**config.mk**
```make
export PLATFORM = sky130hd
export DESIGN_NAME = stepper_half_step_position_controller_flat
export DESIGN_NICKNAME = d
export VERILOG_FILES = /design/src/hdl/shpc_pkg.sv /design/src/hdl/shpc_if.sv /design/src/hdl/shpc_cfg_regs.sv /design/src/hdl/stepper_half_step_position_controller.sv /design/src/flat_wrapper.sv
export SDC_FILE = /design/constraint.sdc
export NUM_CORES = 1
export LEC_CHECK = 0
export BUFFER_PORTS_ARGS = -buffer_cell sky130_fd_sc_hd__buf_2
export CAP_MARGIN = 20
export CORE_AREA = 2 2 174 176
export CTS_CLUSTER_SIZE = 28
export DETAILED_ROUTE_END_ITERATION = 8
export DIE_AREA = 0 0 176 178
export PLACE_DENSITY = 0.78
export SETUP_SLACK_MARGIN = 0.3
export SYNTH_ARGS = -nofsm -noshare
export SYNTH_HDL_FRONTEND = slang
export SYNTH_SLANG_ARGS = --single-unit
```
**constraint.sdc**
```tcl
create_clock -name clk -period 5.76 [get_ports clk]
set_input_delay 1.152 -clock clk [delete_from_list [all_inputs] [get_ports clk]]
set_output_delay 1.152 -clock clk [all_outputs]
set_load 0.1 [all_outputs]
```
**src/hdl/shpc_pkg.sv**
```systemverilog
// Shared types and constants for the half-step stepper position controller.
`timescale 1ns / 1ps
`default_nettype none

package shpc_pkg;

    // Fixed field widths of the item and register words.
    localparam int ACTION_BITS   = 4;
    localparam int VALUE_BITS    = 24;
    localparam int PERIOD_BITS   = 24;
    localparam int PHASE_BITS    = 3;
    localparam int COIL_BITS     = 4;
    localparam int APB_DATA_BITS = 32;
    localparam int PADDR_BITS    = 4;
    localparam int REG_IDX_BITS  = 2;

    // Default for the internal position range.
    localparam int POSITION_BITS_DEFAULT = 24;

    // Register reset values.
    localparam logic [APB_DATA_BITS-1:0] PHASE_CODE_RESET  = 32'hB9D5_76EA;
    localparam logic [PERIOD_BITS-1:0]   HALF_PERIOD_RESET = 24'd160000;
    localparam logic [VALUE_BITS-1:0]    HOME_RESET        = '0;

    // Coil pattern shown while the coils are released.
    localparam logic [COIL_BITS-1:0] COILS_OFF = 4'hF;

    // Register indexes (byte address / 4).
    localparam logic [REG_IDX_BITS-1:0] REG_PHASE_CODE  = 2'd0;
    localparam logic [REG_IDX_BITS-1:0] REG_HALF_PERIOD = 2'd1;
    localparam logic [REG_IDX_BITS-1:0] REG_HOME        = 2'd2;

    // Action codes.
    localparam logic [ACTION_BITS-1:0] ACT_TICK    = 4'd0;
    localparam logic [ACTION_BITS-1:0] ACT_GOTO    = 4'd1;
    localparam logic [ACTION_BITS-1:0] ACT_RUN     = 4'd2;
    localparam logic [ACTION_BITS-1:0] ACT_FINISH  = 4'd3;
    localparam logic [ACTION_BITS-1:0] ACT_HOME    = 4'd4;
    localparam logic [ACTION_BITS-1:0] ACT_HOLD    = 4'd5;
    localparam logic [ACTION_BITS-1:0] ACT_RELEASE = 4'd6;
    localparam logic [ACTION_BITS-1:0] ACT_TELL    = 4'd7;
    localparam logic [ACTION_BITS-1:0] ACT_ZERO    = 4'd8;

    // Configuration seen by the stepping logic.
    typedef struct packed {
        logic [APB_DATA_BITS-1:0]     phase_code;
        logic [PERIOD_BITS-1:0]       half_period;
        logic signed [VALUE_BITS-1:0] home_position;
    } cfg_t;

endpackage

`default_nettype wire

```
**src/hdl/shpc_if.sv**
```systemverilog
// Valid/ready channel interfaces for command words and result words.
`timescale 1ns / 1ps
`default_nettype none

interface shpc_in_if;
    logic              valid;
    logic              ready;
    logic [3:0]        action;
    logic signed [23:0] value;

    modport source (output valid, output action, output value, input ready);
    modport sink   (input valid, input action, input value, output ready);
endinterface

interface shpc_out_if;
    logic               valid;
    logic               ready;
    logic [3:0]         coil_phases;
    logic signed [23:0] position;
    logic               running;
    logic               released;
    logic               report_valid;
    logic               arrived;

    modport source (output valid, output coil_phases, output position, output running,
                    output released, output report_valid, output arrived, input ready);
    modport sink   (input valid, input coil_phases, input position, input running,
                    input released, input report_valid, input arrived, output ready);
endinterface

`default_nettype wire

```
**src/hdl/shpc_cfg_regs.sv**
```systemverilog
// APB configuration registers of the stepper position controller.
`timescale 1ns / 1ps
`default_nettype none

module shpc_cfg_regs
    import shpc_pkg::*;
(
    input  wire logic                     clk,
    input  wire logic                     rst_n,
    input  wire logic                     psel,
    input  wire logic                     penable,
    input  wire logic                     pwrite,
    input  wire logic [PADDR_BITS-1:0]    paddr,
    input  wire logic [APB_DATA_BITS-1:0] pwdata,
    output logic [APB_DATA_BITS-1:0]      prdata,
    output logic                          pready,
    output cfg_t                          cfg
);

    cfg_t                    cfg_reg;
    logic                    wr_en;
    logic [REG_IDX_BITS-1:0] reg_idx;

    assign pready  = 1'b1;
    assign reg_idx = paddr[PADDR_BITS-1:2];
    assign wr_en   = psel && penable && pwrite && pready;
    assign cfg     = cfg_reg;

    // Register writes in the access phase.
    always_ff @(posedge clk or negedge rst_n)
    begin
        if (!rst_n)
        begin
            cfg_reg.phase_code    <= PHASE_CODE_RESET;
            cfg_reg.half_period   <= HALF_PERIOD_RESET;
            cfg_reg.home_position <= HOME_RESET;
        end
        else if (wr_en)
        begin
            case (reg_idx)
                REG_PHASE_CODE:  cfg_reg.phase_code    <= pwdata;
                REG_HALF_PERIOD: cfg_reg.half_period   <= pwdata[PERIOD_BITS-1:0];
                REG_HOME:        cfg_reg.home_position <= pwdata[VALUE_BITS-1:0];
                default:         ;
            endcase
        end
    end

    // Read-back mux; the unused address reads as zero.
    always_comb
    begin
        case (reg_idx)
            REG_PHASE_CODE:  prdata = cfg_reg.phase_code;
            REG_HALF_PERIOD: prdata = {{(APB_DATA_BITS-PERIOD_BITS){1'b0}},
                                       cfg_reg.half_period};
            REG_HOME:        prdata = {{(APB_DATA_BITS-VALUE_BITS)
                                        {cfg_reg.home_position[VALUE_BITS-1]}},
                                       cfg_reg.home_position};
            default:         prdata = '0;
        endcase
    end

endmodule

`default_nettype wire

```
**src/hdl/stepper_half_step_position_controller.sv**
```systemverilog
// Top level: half-step stepper position controller with one result per command.
//
//  Channel | Direction | Handshake      | Word
//  cmd     | in        | valid / ready  | action, value
//  rsp     | out       | valid / ready  | coil_phases, position, running, released,
//          |           |                | report_valid, arrived
//  apb     | in        | psel / penable | phase_code, half_period, home_position
//
// Each command word is processed combinationally: the next state and the result are
// computed from the state registers and land in the result register at the same edge.
// A new word is taken every cycle while the result register is empty or being drained,
// so one word per cycle is sustained; a stalled rsp holds cmd ready low.
// Reset (rst_n, asynchronous) restores the register defaults; no clearing pass.
`timescale 1ns / 1ps
`default_nettype none

module stepper_half_step_position_controller
    import shpc_pkg::*;
#(
    parameter int POSITION_BITS = POSITION_BITS_DEFAULT
)
(
    input  wire logic                     clk,
    input  wire logic                     rst_n,
    input  wire logic                     psel,
    input  wire logic                     penable,
    input  wire logic                     pwrite,
    input  wire logic [PADDR_BITS-1:0]    paddr,
    input  wire logic [APB_DATA_BITS-1:0] pwdata,
    output logic [APB_DATA_BITS-1:0]      prdata,
    output logic                          pready,
    shpc_in_if.sink                       cmd,
    shpc_out_if.source                    rsp
);

    // Comparison width covers both the position range and the 24-bit fields.
    localparam int PB = POSITION_BITS;
    localparam int CW = ((PB > VALUE_BITS) ? PB : VALUE_BITS) + 1;
    localparam logic signed [CW-1:0] POS_MAX_W = {{(CW-PB+1){1'b0}}, {(PB-1){1'b1}}};
    localparam logic signed [CW-1:0] POS_MIN_W = ~POS_MAX_W;
    localparam logic signed [CW-1:0] ONE_W     = {{(CW-1){1'b0}}, 1'b1};

    cfg_t cfg;

    // Stepping state.
    logic signed [PB-1:0]  step_reg, step_next;
    logic signed [PB-1:0]  goal_reg, goal_next;
    logic                  dir_fwd_reg, dir_fwd_next;
    logic [PHASE_BITS-1:0] phase_reg, phase_next;
    logic                  half_reg, half_next;
    logic                  released_reg, released_next;
    logic                  hold_reg, hold_next;
    logic                  pending_reg, pending_next;
    logic                  motion_reg, motion_next;
    logic [PERIOD_BITS-1:0] tick_reg, tick_next;

    // Result register.
    logic                  out_valid_reg;
    logic [COIL_BITS-1:0]  coil_reg;
    logic [VALUE_BITS-1:0] position_reg;
    logic                  running_reg;
    logic                  out_released_reg;
    logic                  report_reg;
    logic                  arrived_reg;

    logic                  accept;
    logic                  report_c;
    logic                  arrived_c;
    logic                  start_c;
    logic [PERIOD_BITS-1:0] tick_inc;
    logic signed [CW-1:0]  step_ext;
    logic signed [CW-1:0]  step_next_ext;
    logic signed [CW-1:0]  value_ext;
    logic signed [CW-1:0]  home_ext;
    logic [COIL_BITS-1:0]  coil_c;

    // Saturate a wide signed value to the position range.
    function automatic logic signed [PB-1:0] clamp_pos(input logic signed [CW-1:0] v);
        logic signed [CW-1:0] r;
        begin
            if (v > POS_MAX_W)
                r = POS_MAX_W;
            else if (v < POS_MIN_W)
                r = POS_MIN_W;
            else
                r = v;
            return r[PB-1:0];
        end
    endfunction

    shpc_cfg_regs u_cfg (
        .clk     (clk),
        .rst_n   (rst_n),
        .psel    (psel),
        .penable (penable),
        .pwrite  (pwrite),
        .paddr   (paddr),
        .pwdata  (pwdata),
        .prdata  (prdata),
        .pready  (pready),
        .cfg     (cfg)
    );

    // Handshake: take a word whenever the result register is free or draining.
    assign cmd.ready = !out_valid_reg || rsp.ready;
    assign accept    = cmd.valid && cmd.ready;

    assign step_ext  = {{(CW-PB){step_reg[PB-1]}}, step_reg};
    assign value_ext = {{(CW-VALUE_BITS){cmd.value[VALUE_BITS-1]}}, cmd.value};
    assign home_ext  = {{(CW-VALUE_BITS){cfg.home_position[VALUE_BITS-1]}}, cfg.home_position};
    assign tick_inc  = tick_reg + 1'b1;

    // Next state for the accepted command word.
    always_comb
    begin
        step_next     = step_reg;
        goal_next     = goal_reg;
        dir_fwd_next  = dir_fwd_reg;
        phase_next    = phase_reg;
        half_next     = half_reg;
        released_next = released_reg;
        hold_next     = hold_reg;
        pending_next  = pending_reg;
        motion_next   = motion_reg;
        tick_next     = tick_reg;
        report_c      = 1'b0;
        arrived_c     = 1'b0;
        start_c       = 1'b0;

        case (cmd.action)
            ACT_TICK:
            begin
                if (motion_reg)
                begin
                    if (tick_inc >= cfg.half_period)
                    begin
                        tick_next = '0;
                        if (step_reg == goal_reg)
                        begin
                            // Arrived: stop and flush a pending report.
                            motion_next = 1'b0;
                            half_next   = 1'b0;
                            arrived_c   = 1'b1;
                            if (pending_reg)
                            begin
                                report_c     = 1'b1;
                                pending_next = 1'b0;
                            end
                            if (!hold_reg)
                                released_next = 1'b1;
                        end
                        else
                        begin
                            // One half step; position moves on every second one.
                            phase_next = dir_fwd_reg ? phase_reg - 1'b1 : phase_reg + 1'b1;
                            half_next  = !half_reg;
                            if (half_reg)
                                step_next = dir_fwd_reg ? step_reg + 1'b1 : step_reg - 1'b1;
                        end
                    end
                    else
                    begin
                        tick_next = tick_inc;
                    end
                end
            end
            ACT_GOTO:
            begin
                goal_next = clamp_pos(value_ext);
                start_c   = 1'b1;
            end
            ACT_RUN:
            begin
                dir_fwd_next = (cmd.value > 0);
                goal_next    = (cmd.value > 0) ? POS_MAX_W[PB-1:0] : POS_MIN_W[PB-1:0];
                start_c      = 1'b1;
            end
            ACT_FINISH:
            begin
                pending_next = 1'b1;
                goal_next    = clamp_pos(dir_fwd_reg ? step_ext + ONE_W : step_ext - ONE_W);
            end
            ACT_HOME:
            begin
                goal_next = clamp_pos(home_ext);
                start_c   = 1'b1;
            end
            ACT_HOLD:
            begin
                hold_next     = (cmd.value != '0);
                released_next = (cmd.value == '0);
            end
            ACT_RELEASE:
            begin
                released_next = 1'b1;
            end
            ACT_TELL:
            begin
                report_c = 1'b1;
            end
            ACT_ZERO:
            begin
                motion_next  = 1'b0;
                tick_next    = '0;
                half_next    = 1'b0;
                pending_next = 1'b0;
                step_next    = clamp_pos(home_ext);
                goal_next    = clamp_pos(home_ext);
                if (!hold_reg)
                    released_next = 1'b1;
            end
            default:
            begin
            end
        endcase

        // Start motion when the goal differs from the position.
        if (start_c && (step_next != goal_next))
        begin
            dir_fwd_next  = (goal_next > step_next);
            half_next     = 1'b0;
            released_next = 1'b0;
            motion_next   = 1'b1;
        end
    end

    assign step_next_ext = {{(CW-PB){step_next[PB-1]}}, step_next};
    assign coil_c = released_next ? COILS_OFF
                                  : cfg.phase_code[{phase_next, 2'b00} +: COIL_BITS];

    // State update on accepted words.
    always_ff @(posedge clk or negedge rst_n)
    begin
        if (!rst_n)
        begin
            step_reg     <= '0;
            goal_reg     <= '0;
            dir_fwd_reg  <= 1'b0;
            phase_reg    <= '0;
            half_reg     <= 1'b0;
            released_reg <= 1'b1;
            hold_reg     <= 1'b1;
            pending_reg  <= 1'b0;
            motion_reg   <= 1'b0;
            tick_reg     <= '0;
        end
        else if (accept)
        begin
            step_reg     <= step_next;
            goal_reg     <= goal_next;
            dir_fwd_reg  <= dir_fwd_next;
            phase_reg    <= phase_next;
            half_reg     <= half_next;
            released_reg <= released_next;
            hold_reg     <= hold_next;
            pending_reg  <= pending_next;
            motion_reg   <= motion_next;
            tick_reg     <= tick_next;
        end
    end

    // Result register valid flag.
    always_ff @(posedge clk or negedge rst_n)
    begin
        if (!rst_n)
            out_valid_reg <= 1'b0;
        else if (accept)
            out_valid_reg <= 1'b1;
        else if (rsp.ready)
            out_valid_reg <= 1'b0;
    end

    // Result payload.
    always_ff @(posedge clk)
    begin
        if (accept)
        begin
            coil_reg         <= coil_c;
            position_reg     <= step_next_ext[VALUE_BITS-1:0];
            running_reg      <= motion_next;
            out_released_reg <= released_next;
            report_reg       <= report_c;
            arrived_reg      <= arrived_c;
        end
    end

    assign rsp.valid        = out_valid_reg;
    assign rsp.coil_phases  = coil_reg;
    assign rsp.position     = position_reg;
    assign rsp.running      = running_reg;
    assign rsp.released     = out_released_reg;
    assign rsp.report_valid = report_reg;
    assign rsp.arrived      = arrived_reg;

endmodule

`default_nettype wire

```
**src/flat_wrapper.sv**
```systemverilog
// flat-port wrapper written by rule: the top's interface ports become plain ports
module stepper_half_step_position_controller_flat import shpc_pkg::*;
#(
    parameter int POSITION_BITS = POSITION_BITS_DEFAULT
)
  (clk, rst_n, psel, penable, pwrite, paddr, pwdata, prdata, pready, cmd_valid, cmd_action, cmd_value, cmd_ready, rsp_valid, rsp_coil_phases, rsp_position, rsp_running, rsp_released, rsp_report_valid, rsp_arrived, rsp_ready);
  shpc_in_if cmd_i ();
  shpc_out_if rsp_i ();
  input  wire logic clk;
  input  wire logic rst_n;
  input  wire logic psel;
  input  wire logic penable;
  input  wire logic pwrite;
  input  wire logic [PADDR_BITS-1:0] paddr;
  input  wire logic [APB_DATA_BITS-1:0] pwdata;
  output logic [APB_DATA_BITS-1:0] prdata;
  output logic pready;
  input wire logic [$bits(cmd_i.valid)-1:0] cmd_valid;
  input wire logic [$bits(cmd_i.action)-1:0] cmd_action;
  input wire logic [$bits(cmd_i.value)-1:0] cmd_value;
  output wire logic [$bits(cmd_i.ready)-1:0] cmd_ready;
  output wire logic [$bits(rsp_i.valid)-1:0] rsp_valid;
  output wire logic [$bits(rsp_i.coil_phases)-1:0] rsp_coil_phases;
  output wire logic [$bits(rsp_i.position)-1:0] rsp_position;
  output wire logic [$bits(rsp_i.running)-1:0] rsp_running;
  output wire logic [$bits(rsp_i.released)-1:0] rsp_released;
  output wire logic [$bits(rsp_i.report_valid)-1:0] rsp_report_valid;
  output wire logic [$bits(rsp_i.arrived)-1:0] rsp_arrived;
  input wire logic [$bits(rsp_i.ready)-1:0] rsp_ready;
  assign cmd_i.valid = cmd_valid;
  assign cmd_i.action = cmd_action;
  assign cmd_i.value = cmd_value;
  assign cmd_ready = cmd_i.ready;
  assign rsp_valid = rsp_i.valid;
  assign rsp_coil_phases = rsp_i.coil_phases;
  assign rsp_position = rsp_i.position;
  assign rsp_running = rsp_i.running;
  assign rsp_released = rsp_i.released;
  assign rsp_report_valid = rsp_i.report_valid;
  assign rsp_arrived = rsp_i.arrived;
  assign rsp_i.ready = rsp_ready;
  stepper_half_step_position_controller #(.POSITION_BITS(POSITION_BITS)) u_core (.clk(clk), .rst_n(rst_n), .psel(psel), .penable(penable), .pwrite(pwrite), .paddr(paddr), .pwdata(pwdata), .prdata(prdata), .pready(pready), .cmd(cmd_i), .rsp(rsp_i));
endmodule
```
# [Word-level counts from Yosys, hierarchy flattened]
# Index checks and enable logic that the tools add are counted.
# W data, S select, Z words.
[op_classes] addsub=7 n_mul=0 n_div=0 order_cmp=9 eq_ne=17 shifts=1 mux=55 bitwise_logic=0 n_reduce_logical=27
[op_table] op="$mux W24" n=14
[op_table] op="$pmux W24 S2" n=2
[op_table] op="$pmux W24 S4" n=1
[op_table] op="$pmux W32 S3" n=1
[op_table] op="$add A24 B1 Y24 const B" n=2
[op_table] op="$gt A24 B24 Y1 const B" n=2
[op_table] op="$lt A24 B24 Y1 const B" n=2
[op_table] op="$shiftx A32 B6 Y4" n=1
[op_table] op="$mux W1" n=26
[op_table] op="$add A24 B2 Y25 const B" n=1
[op_table] op="$gt A25 B24 Y1 const B" n=1
[op_table] op="$lt A25 B24 Y1 const B" n=1
[op_table] op="$mux W25" n=1
[op_table] op="$sub A24 B2 Y25 const B" n=1
[op_table] op="$eq A24 B24 Y1" n=1
[op_table] op="$ge A24 B24 Y1" n=1
[op_table] op="$gt A24 B1 Y1 const B" n=1
[op_table] op="$gt A24 B24 Y1" n=1
[op_table] op="$logic_not A24 Y1" n=1
[op_table] op="$ne A24 B24 Y1" n=1
[op_table] op="$reduce_bool A24 Y1" n=1
[op_table] op="$sub A24 B1 Y24 const B" n=1
[op_table] op="$eq A4 B3 Y1 const B" n=4
[op_table] op="$mux W3" n=5
[op_table] op="other kinds (25)" n=43
[word_totals] register_bits=194 latchBits=0 ramBits=0 romBits=0 out_inout_bits=67 word_cells=136 n_memories=0

# [Longest topological paths before layout]
# Gate-level depths: netlist of the first run.
[depth] word_depth=11 mapped_depth=32

# [Hierarchy]
# Synthesis of the first run repeated with hierarchy kept, for this count alone.
[hier_totals] hier_cells=1435 area_unflattened_um2=13457.9
[modules_own_cells] module="stepper_half_step_position_controller" instances=1 cells_each=1160 area_each_um2=9744.3
[modules_own_cells] module="shpc_cfg_regs" instances=1 cells_each=275 area_each_um2=3713.6

# [Least setup slack after synthesis of the first run]
# Ideal clock, no wire load.
[synth_path] path_kind="register -> register" from="reg u_core.tick_reg[0]" to="reg u_core.coil_reg[3] (netlist: u_core.rsp.coil_phases[3]), data pin" setup_ns=0.272 arrival_ns=5.495 required_time_ns=5.488 path_slack_ns=-0.007 stages_incl_launch_ff=27 period_less_slack_ns=5.767 path_cell_list="dfrtp_1 ha_1 inv_1 nor3_1 and3_1 and3_1 and3_1 nand3_1 xnor2_1 ha_1 nand3_1 o31ai_1 nor2_1 clkbuf_1 clkbuf_1 o41ai_1 a22oi_1 ha_1 nand4_1 nor2_1 a31oi_1 o21ai_1 and2_0 a311o_1 clkbuf_1 nor2_1 a221oi_1"
[synth_between] elab_chain_cells=8 elab_cells_between_ends=15 cone_classes="add/sub: 1; order compare: 1; eq/ne: 1; shift: 1; mux: 10; reduce/logical: 1"
[synth_lines] item="start, declared" line="stepper_half_step_position_controller.sv:55" text="logic [PERIOD_BITS-1:0] tick_reg, tick_next;"
[synth_lines] item="start signal, assigned" line="stepper_half_step_position_controller.sv:258" text="tick_reg <= tick_next;"
[synth_lines] item="$add A24 B1 Y24 *" line="stepper_half_step_position_controller.sv:111" text="assign tick_inc = tick_reg + 1'b1;"
[synth_lines] item="$ge A24 B24 Y1 *" line="stepper_half_step_position_controller.sv:135" text="if (tick_inc >= cfg.half_period)"
[synth_lines] item="$mux W24" line="stepper_half_step_position_controller.sv:135"
[synth_lines] item="$mux W24" line="stepper_half_step_position_controller.sv:133" text="if (motion_reg)"
[synth_lines] item="$pmux W24 S2" line="stepper_half_step_position_controller.sv:130" text="case (cmd.action)"
[synth_lines] item="$ne A24 B24 Y1" line="stepper_half_step_position_controller.sv:218" text="if (start_c && (step_next != goal_next))"
[synth_lines] item="$logic_and A1 B1 Y1" line="stepper_half_step_position_controller.sv:218"
[synth_lines] item="$mux W1 *" line="stepper_half_step_position_controller.sv:218"
[synth_lines] item="net u_core.released_next" line="stepper_half_step_position_controller.sv:51" text="logic released_reg, released_next;"
[synth_lines] item="end signal, assigned" line="stepper_half_step_position_controller.sv:278" text="coil_reg <= coil_c;"
[synth_lines] item="end, declared" line="stepper_half_step_position_controller.sv:59" text="logic [COIL_BITS-1:0] coil_reg;"
# The timed path passes the listed nets; every way through them passes the cells marked *.
# A chain may end at the register's enable or synchronous reset.

# [Worst setup path in the final report of the first run]
[layout_path] from="reg u_core.tick_reg[9]" to="reg u_core.coil_reg[2] (netlist: u_core.rsp.coil_phases[2]), data pin"
[layout_between] elab_chain_cells=8 elab_cells_between_ends=15 cone_classes="add/sub: 1; order compare: 1; eq/ne: 1; shift: 1; mux: 10; reduce/logical: 1"
[layout_lines] item="$add A24 B1 Y24" line="stepper_half_step_position_controller.sv:111"
[layout_lines] item="$ge A24 B24 Y1" line="stepper_half_step_position_controller.sv:135"
[layout_lines] item="$mux W24" line="stepper_half_step_position_controller.sv:135"
[layout_lines] item="$mux W24" line="stepper_half_step_position_controller.sv:133"
[layout_lines] item="$pmux W24 S2" line="stepper_half_step_position_controller.sv:130"
[layout_lines] item="net u_core.step_next[5]" line="stepper_half_step_position_controller.sv:46" text="logic signed [PB-1:0] step_reg, step_next;"
[layout_lines] item="$ne A24 B24 Y1" line="stepper_half_step_position_controller.sv:218"
[layout_lines] item="$logic_and A1 B1 Y1" line="stepper_half_step_position_controller.sv:218"
[layout_lines] item="$mux W1" line="stepper_half_step_position_controller.sv:218"
# The timed path passes the listed nets, and every way through them passes these cells.

==> results.cfg, run 1 <==
[outcome]
outcome = complete, no violations

[placement]
numPortBuffers = 134
dp_cells = 1846
globalplace.congestion = 1.034
post-place-ws_ps = -203.7
dpl_cell_area_mm2 = 0.01460
hpwl_um = 30420

[sta]
fin_crit_sh = 0.9838
rsz0062_at_grt = yes
final-hold-violation-count = 0
max-slew-margin-rel = 0.2697
clock.fmax_mhz = 176.5
worstMarginPinSlew_ps = 1095
worst_slack_ps = 93.06
setup_viol = 0
finClkSkew_ps = 18.49
min_period_ps = 5667
slew_violations = 0

[floorplan]
num_rows = 63
io_pins = 138
dieArea_mm2 = 0.03133
core_mm2 = 0.02940
die_h_um = 178
start_util = 0.4448
die_w_um = 176

[clock_network]
htreeDepth = 4
root_buffer = clkbuf_16
cts.clk_slew.worst_paths_ps = 80
cts.sinks = 194
cts_buffers = 17
cts_tree = done
worst_skew_pair.late_latency_ps = 460
clk_path_buf_depth = 2

[synth]
yosysSeqAreaShare = 0.3860
ys_warn_count = 0
ys_ff_latch = 194
ys.flop_type = dfrtp_1
syn_inst = 1324
synth_edf_count = 32
async_flop_share = 0.8351
ys_types = 79
syn_avg_cell_area_um2 = 9.878
synth_area_mm2 = 0.01308
synth_fp_nets = 1469

[route]
drc_errors = 0
vias_per_cell = 6.253
routed_wl_um = 42650
dr_wl_met2_um = 20610
firstDrtPassIters = 6
drt_iter0_markers = 1257
num_vias = 11894
dr_wl_met3_um = 3760
drt.antenna.violating_nets = 0
routed.top_layer = met4
wire_per_inst_um = 22.42
m1WireLength_um = 16750

[setup_path]
r2r-start = u_core.tick_reg[9]
worstSetupPathType = reg2reg
worstPathMaxFanout = 7
arrival_ps = 5850
cp-start-kind = flip-flop
worstReg2RegEnd = u_core.rsp.coil_phases[2]
cp-end-kind = flip-flop
required_ps = 5950
r2r_slack_ps = 90
rr_worst_depth = 29
cp_common_cell = and3_4
critPathSlowestCell = a311o_2
cp_slowest_stage_delay_ps = 420

[grt]
antenna_found_initial = 1
grt_max_degree = 66
grt_pass1_wl_um = 64940
grtUsageTotal = 0.2701
grt_overflow = 0
grt_pass1_vias = 11748

[pwr]
vdd_drop_max_uv = 217.7
p_leak_nw = 7.218
powerDensity_mw_per_mm2 = 392.4

[final_layout]
diodes = 0
final_cells = 1902
largest_register_ff_count = 80
drive_above_1_share = 0.3142
stdcell_area_mm2 = 0.01590
nets = 1644
area_growth_pct = 21.60
layout_commonest_cell = dfrtp_1
layout_common_cells = 135 x dfrtp_1, 133 x buf_2, 118 x nand2_1

[min_path]
hp-start = u_core.released_reg
hold_depth = 2
hp-class = reg2reg
min_to = u_core.released_reg

[job]
max_cap_violations = 0
final cells by class:
| cell class | count | area [µm²] |
|---|---|---|
| tap | 390 | 488.0 |
| multi-input combinational | 1002 | 8028 |
| fill | 2520 | 13500 |
| clock inverter | 15 | 185.2 |
| inverter | 51 | 191.4 |
| timing repair buffer | 233 | 1538 |
| sequential | 194 | 5049 |
| clock buffer | 17 | 425.4 |
logic make-up (layout without fill, tap and decap cells):
| kind of cell | Yosys count | count (layout) | share of synthesized area |
|---|---|---|---|
| buf+inv | 128 | 316 | 0.04094 |
| xor+xnor | 72 | 72 | 0.04965 |
| other cells | 1 | 1 | 0.0002867 |
| fa+ha+maj | 74 | 74 | 0.07194 |
| flops | 194 | 194 | 0.3860 |
| compound gates | 387 | 387 | 0.2078 |
| mux | 131 | 131 | 0.1162 |
| simple gates | 337 | 337 | 0.1271 |
metal layers:
metal,vias to the layer above,track usage
met2,646,0.4546
met5,-,0
li1,5272,-
met3,124,0.04881
met4,0,0.1040
met1,5852,0.3471
stage by stage:
step	total power, mW	utilization	setup TNS [ps]	hold slack [ps]
floorplan	3.983	-	0	449.5
global placement	4.732	0.4955	-171.0	476.1
detailed placement	4.802	0.4964	-616.5	478.7
CTS	6.126	0.5340	0	490.6
global route	6.530	0.5409	-233.8	527.5
finish	6.240	0.5409	0	496.8
how the worst max path moves through the flow:
stage	start	endpoint	slack, ps	depth (start not counted)
finish	u_core.tick_reg[9]	u_core.rsp.coil_phases[2]	90	29
global route	u_core.tick_reg[6]	u_core.rsp.coil_phases[2]	-60	28
CTS	u_core.tick_reg[7]	u_core.rsp.coil_phases[2]	150	29
detailed placement	u_core.tick_reg[9]	u_core.rsp.coil_phases[2]	-200	27
global placement	u_core.tick_reg[9]	u_core.rsp.coil_phases[2]	-80	27
floorplan	u_core.tick_reg[2]	u_core.rsp.coil_phases[0]	310	32
cells in the mapped netlist (all sizes together), types with 3 or more instances:
| library cell | n | share of area |
|---|---|---|
| clkbuf | 55 | 0.016 |
| inv | 50 | 0.014 |
| nor3 | 20 | 0.0080 |
| a31oi | 10 | 0.0048 |
| nor4 | 13 | 0.0067 |
| o211ai | 8 | 0.0050 |
| a221oi | 7 | 0.0047 |
| nor2 | 59 | 0.017 |
| mux2 | 87 | 0.075 |
| nand2 | 119 | 0.034 |
| edfxtp | 32 | 0.073 |
| o21ai | 97 | 0.038 |
| a211o | 5 | 0.0033 |
| o22a | 40 | 0.027 |
| or2 | 4 | 0.0023 |
| and2 | 9 | 0.0043 |
| a22oi | 20 | 0.011 |
| o41ai | 14 | 0.0099 |
| buf | 22 | 0.011 |
| o21bai | 7 | 0.0043 |
| nand3 | 21 | 0.0080 |
| a2111o | 3 | 0.0026 |
| ha | 72 | 0.069 |
| and3 | 10 | 0.0048 |
| a21o | 28 | 0.016 |
| a2111oi | 3 | 0.0039 |
| xnor2 | 31 | 0.021 |
| a21oi | 60 | 0.023 |
| mux2i | 36 | 0.028 |
| o31ai | 12 | 0.0069 |
| nand3b | 4 | 0.0023 |
| xor2 | 41 | 0.029 |
| a211oi | 5 | 0.0029 |
| nand4 | 26 | 0.012 |
| nor2b | 12 | 0.0057 |
| o21a | 12 | 0.0069 |
| a22o | 43 | 0.029 |
| nand2b | 31 | 0.015 |
| dfstp | 27 | 0.054 |
| mux4 | 8 | 0.014 |
| dfrtp | 135 | 0.26 |
power breakdown:
part / total, mW / switching [mW] / internal (mW)
combinational: 2.98 / 1.88 / 1.10
sequential: 2.02 / 0.324 / 1.69
clock: 1.24 / 0.650 / 0.594
total: 6.24 / 2.85 / 3.39
critical path: cells and delay by family (launching register included):
family	cells	cell delay, ps
AND/OR/NAND/NOR	14	2070
AO/OA/AOI/OAI	8	1640
adder cells (fa/ha/maj)	2	580
buffers and inverters	4	600
flip-flops	1	370
XOR/XNOR	1	160
repair_timing:
action | 4_1_cts | 5_1_grt
gates cloned | 3 | 1
pin swaps | 27 | 23
gates resized for setup | 62 | 20
hold buffers | 0 | 0
setup endpoints to repair | 8 | 10
setup buffers | 14 | 6
hold endpoints to repair | 0 | 0
Note: power is estimated with default switching activity, not from simulation.
==> inputs of run 2 (changes only) <==
Settings changed: CORE_AREA 2 2 174 176 to 2 2 159 161, DIE_AREA 0 0 176 178 to 0 0 161 163, PLACE_DENSITY 0.78 to 0.88.
==> results.cfg, run 2 (synthesis results as in run 1) <==
[sta]
finClkSkew_ps = 15.57
finalSetupTns_ps = -348.4
min_period_ps = 5855
rsz0062_at_grt = yes
final-hold-violation-count = 0
slew_violations = 0
worstMarginPinSlew_ps = 1055
whs_ps = 481.4
worst_slack_ps = -94.90
setup_viol = 5
clock.fmax_mhz = 170.8
max-slew-margin-rel = 0.2967
fin_crit_sh = 1.016

[final_layout]
largest_register_ff_count = 80
layout_common_cells = 134 x dfrtp_1, 133 x buf_2, 116 x nand2_1
nets = 1649
layout_commonest_cell = dfrtp_1
stdcell_area_mm2 = 0.01598
drive_above_1_share = 0.3256
area_growth_pct = 22.16

[floorplan]
die_w_um = 161
core_mm2 = 0.02467
start_util = 0.5301
dieArea_mm2 = 0.02624
num_rows = 58
io_pins = 138
die_h_um = 163

[outcome]
outcome = finished with violations
violations = setup timing

[job]
max_cap_violations = 0

[route]
wire_per_inst_um = 24.42
routed_wl_um = 45130
num_vias = 12470
drt_iter0_markers = 1647
firstDrtPassIters = 9
drt.antenna.violating_nets = 0
drc_errors = 0
vias_per_cell = 6.748

[setup_path]
required_ps = 5940
worstReg2RegEnd = u_core.rsp.coil_phases[1]
worstSetupPathType = reg2reg
worstPathMaxFanout = 8
r2r-start = u_core.tick_reg[1]
cp-end-kind = flip-flop
arrival_ps = 6030
critPathSlowestCell = dfrtp_1
r2r_slack_ps = -90
cp_slowest_stage_delay_ps = 460
rr_worst_depth = 28
cp-start-kind = flip-flop
cp_common_cell = and3_4

[placement]
dpl_cell_area_mm2 = 0.01444
numPortBuffers = 134
globalplace.congestion = 1.004
hpwl_um = 29440

[grt]
grt_pass1_vias = 12086
grtUsageTotal = 0.3259
grt_overflow = 0
antenna_found_initial = 1
grt_max_degree = 64
grt_pass1_wl_um = 66100

[clock_network]
worst_skew_pair.late_latency_ps = 460
htreeDepth = 4
cts_buffers = 17
cts.sinks = 194
cts_tree = done
clk_path_buf_depth = 2
root_buffer = clkbuf_16
cts.clk_slew.worst_paths_ps = 80

[pwr]
p_leak_nw = 7.219
powerDensity_mw_per_mm2 = 396.8
vdd_drop_max_uv = 243.0

[min_path]
min_to = u_core.released_reg
hold_depth = 2
hp-start = u_core.released_reg
hp-class = reg2reg
-- run 2: metal layers --
metal / vias to the layer above / track usage / share of wire
met5: - / 0 / 0
met4: 0 / 0.1591 / 0.060
met3: 247 / 0.07970 / 0.11
met2: 907 / 0.5404 / 0.47
met1: 6026 / 0.4002 / 0.35
li1: 5290 / - / -
-- run 2: worst max-delay path: cells and delay by family (launching register included) --
| family | cells | cell delay (ps) |
|---|---|---|
| XOR/XNOR | 1 | 180 |
| flip-flops | 1 | 460 |
| buffers and inverters | 3 | 420 |
| AO/OA/AOI/OAI | 7 | 1620 |
| adder cells (fa/ha/maj) | 2 | 590 |
| AND/OR/NAND/NOR | 15 | 2330 |
-- run 2: how the worst max path moves through the flow --
stage / from / endpoint / cells past startpoint
after CTS: u_core.tick_reg[9] / u_core.rsp.coil_phases[2] / 29
after floorplan: u_core.tick_reg[2] / u_core.rsp.coil_phases[0] / 32
final: u_core.tick_reg[1] / u_core.rsp.coil_phases[1] / 28
after global routing: u_core.tick_reg[12] / u_core.rsp.coil_phases[1] / 28
after detailed placement: u_core.tick_reg[9] / u_core.rsp.coil_phases[3] / 25
after global placement: u_core.tick_reg[9] / u_core.rsp.coil_phases[3] / 27
-- run 2: through the flow --
step           total power, mW  std cells  setup slack [ps]  utilization
2_1_floorplan            3.983       1324             307.9            -
3_3_place_gp             4.701       1775            -19.61       0.5841
3_5_place_dp             4.786       1776            -234.7       0.5852
4_1_cts                  6.087       1831             78.34       0.6302
5_1_grt                  6.591       1847            -161.5       0.6474
6_report                 6.340       1848            -94.90       0.6475
-- run 2: timing repair --
action | in CTS | in global routing
buffers inserted | 21 | 15
hold endpoints to repair | 0 | 0
pin swaps | 21 | 43
resized for setup | 57 | 44
endpoints found under the setup margin | 8 | 10
gates cloned | 2 | 1
hold buffers | 0 | 0
-- run 2: area by class of cell --
type	instances	area, µm²
inverter	51	193.9
fill	1803	8697
antenna	1	2.502
clock inverter	15	163.9
tap	330	412.9
sequential	194	5050
multi-input combinational	1002	8144
clock buffer	17	425.4
timing repair buffer	238	1584
-- run 2: where the power goes --
| group | switching [mW] | internal (mW) | leakage, nW |
|---|---|---|---|
| registers | 0.339 | 1.69 | 2.30 |
| logic | 1.95 | 1.13 | 4.64 |
| clock network | 0.608 | 0.618 | 0.280 |
==> inputs of run 3 (changes only) <==
==> constraint.sdc (replaced) <==
create_clock -name clk -period 5.76 [get_ports clk]
set_input_delay 0.576 -clock clk [delete_from_list [all_inputs] [get_ports clk]]
set_output_delay 0.576 -clock clk [all_outputs]
set_load 0.1 [all_outputs]
==> results.cfg, run 3 (synthesis results as in run 1) <==
[grt]
grtUsageTotal = 0.3321
grt_pass1_wl_um = 67020
grt_max_degree = 100
grt_pass1_vias = 12235
antenna_found_initial = 0
grt_overflow = 0

[sta]
slew_violations = 0
whs_ps = 217.6
worstMarginPinSlew_ps = 1105
clock.fmax_mhz = 174.1
min_period_ps = 5743
rsz0062_at_grt = yes
finClkSkew_ps = 12.97
finalSetupTns_ps = 0
setup_viol = 0
fin_crit_sh = 0.9970
max-slew-margin-rel = 0.2614
final-hold-violation-count = 0

[final_layout]
nets = 1654
nFillCells = 1797
final_cells = 1852
layout_commonest_cell = dfrtp_1
post-route-util = 0.6499
diodes = 0
area_growth_pct = 22.61
layout_common_cells = 135 x dfrtp_1, 133 x buf_2, 114 x nand2_1
largest_register_ff_count = 80
drive_above_1_share = 0.3298

[setup_path]
worstSetupPathType = reg2reg
cp_common_cell = and3_4
worstPathMaxFanout = 7
crit_path_start = u_core.tick_reg[9]
r2r-start = u_core.tick_reg[9]
cp-end-kind = flip-flop
cpLargestDelayFamily = simple AND/OR/NAND/NOR gates
arrival_ps = 5930
critPathSlowestCell = a311o_2
rr_worst_depth = 27
cp_slowest_stage_delay_ps = 420
cp-start-kind = flip-flop
crit_cells = 27
required_ps = 5940
critPathBufInv = 3

[route]
firstDrtPassIters = 6
drt.antenna.violating_nets = 0
num_vias = 12505
drc_errors = 0
routed_wl_um = 45330
wire_per_inst_um = 24.48
vias_per_cell = 6.752
drt_iter0_markers = 1806

[floorplan]
die_w_um = 161
dieArea_mm2 = 0.02624
num_rows = 58
core_mm2 = 0.02467
die_h_um = 163
io_pins = 138
start_util = 0.5301

[clock_network]
cts_tree = done
htreeDepth = 4
cts_buffers = 17
clk_path_buf_depth = 2
worst_skew_pair.late_latency_ps = 450
cts.sinks = 194
cts.clk_slew.worst_paths_ps = 80
root_buffer = clkbuf_16

[placement]
globalplace.congestion = 0.9702
hpwl_um = 29420
dp_cells = 1771
numPortBuffers = 134

[outcome]
outcome = complete, no violations

[min_path]
hp-class = in2async

[job]
max_cap_violations = 0

[pwr]
powerDensity_mw_per_mm2 = 394.5
vdd_drop_max_uv = 233.5
p_leak_nw = 7.270
run 3: metrics by stage:
step / setup WS, ps / area (µm²) / power, mW
after global routing: -106.8 / 16040 / 6.564
after detailed placement: -189.3 / 14360 / 4.766
final: 17.12 / 16040 / 6.326
after floorplan: 307.9 / 13150 / 3.983
after CTS: 175.6 / 15680 / 6.103
after global placement: -5.666 / 14360 / 4.692
run 3: what timing repair did:
| action | CTS | global route |
|---|---|---|
| hold buffers | 0 | 0 |
| endpoints found under the hold margin | 0 | 0 |
| endpoints found under the setup margin | 10 | 10 |
| cloned | 2 | 0 |
| setup buffers | 30 | 16 |
| gates resized for setup | 74 | 35 |
| pin swaps | 42 | 31 |
run 3: power breakdown:
group | switching (mW) | internal (mW)
Combinational | 1.94 | 1.13
Sequential | 0.334 | 1.69
Clock | 0.609 | 0.619
run 3: layout make-up:
| class | instances | area (µm²) | share of cell area |
|---|---|---|---|
| repair buffers | 243 | 1599 | 0.09972 |
| well taps | 330 | 412.9 | 0.02575 |
| flip-flops and latches | 194 | 5049 | 0.3148 |
| clock inverters | 15 | 172.7 | 0.01077 |
| multi-input cells | 1002 | 8185 | 0.5105 |
| inverters | 51 | 191.4 | 0.01194 |
| clock buffers | 17 | 425.4 | 0.02653 |
run 3: per-layer routing:
layer / up-vias / global-route usage / routed length [µm]
met3: 210 / 0.07487 / 4835
met4: 0 / 0.1550 / 2423
li1: 5301 / - / -
met1: 6093 / 0.4018 / 16310
met2: 901 / 0.5663 / 21760
met5: - / 0 / 0
run 3: worst paths after layout:
check / end / slack (ps)
worst max-delay path: u_core.rsp.coil_phases[0] / 20
worst min-delay path: u_core.u_cfg.cfg[3] / 220
worst max register to register: u_core.rsp.coil_phases[0] / 20
worst min register to register: u_core.released_reg / 500
max in group asynchronous: u_core.u_cfg.cfg[73] / 4170
min in group clk: u_core.rsp.valid / 330
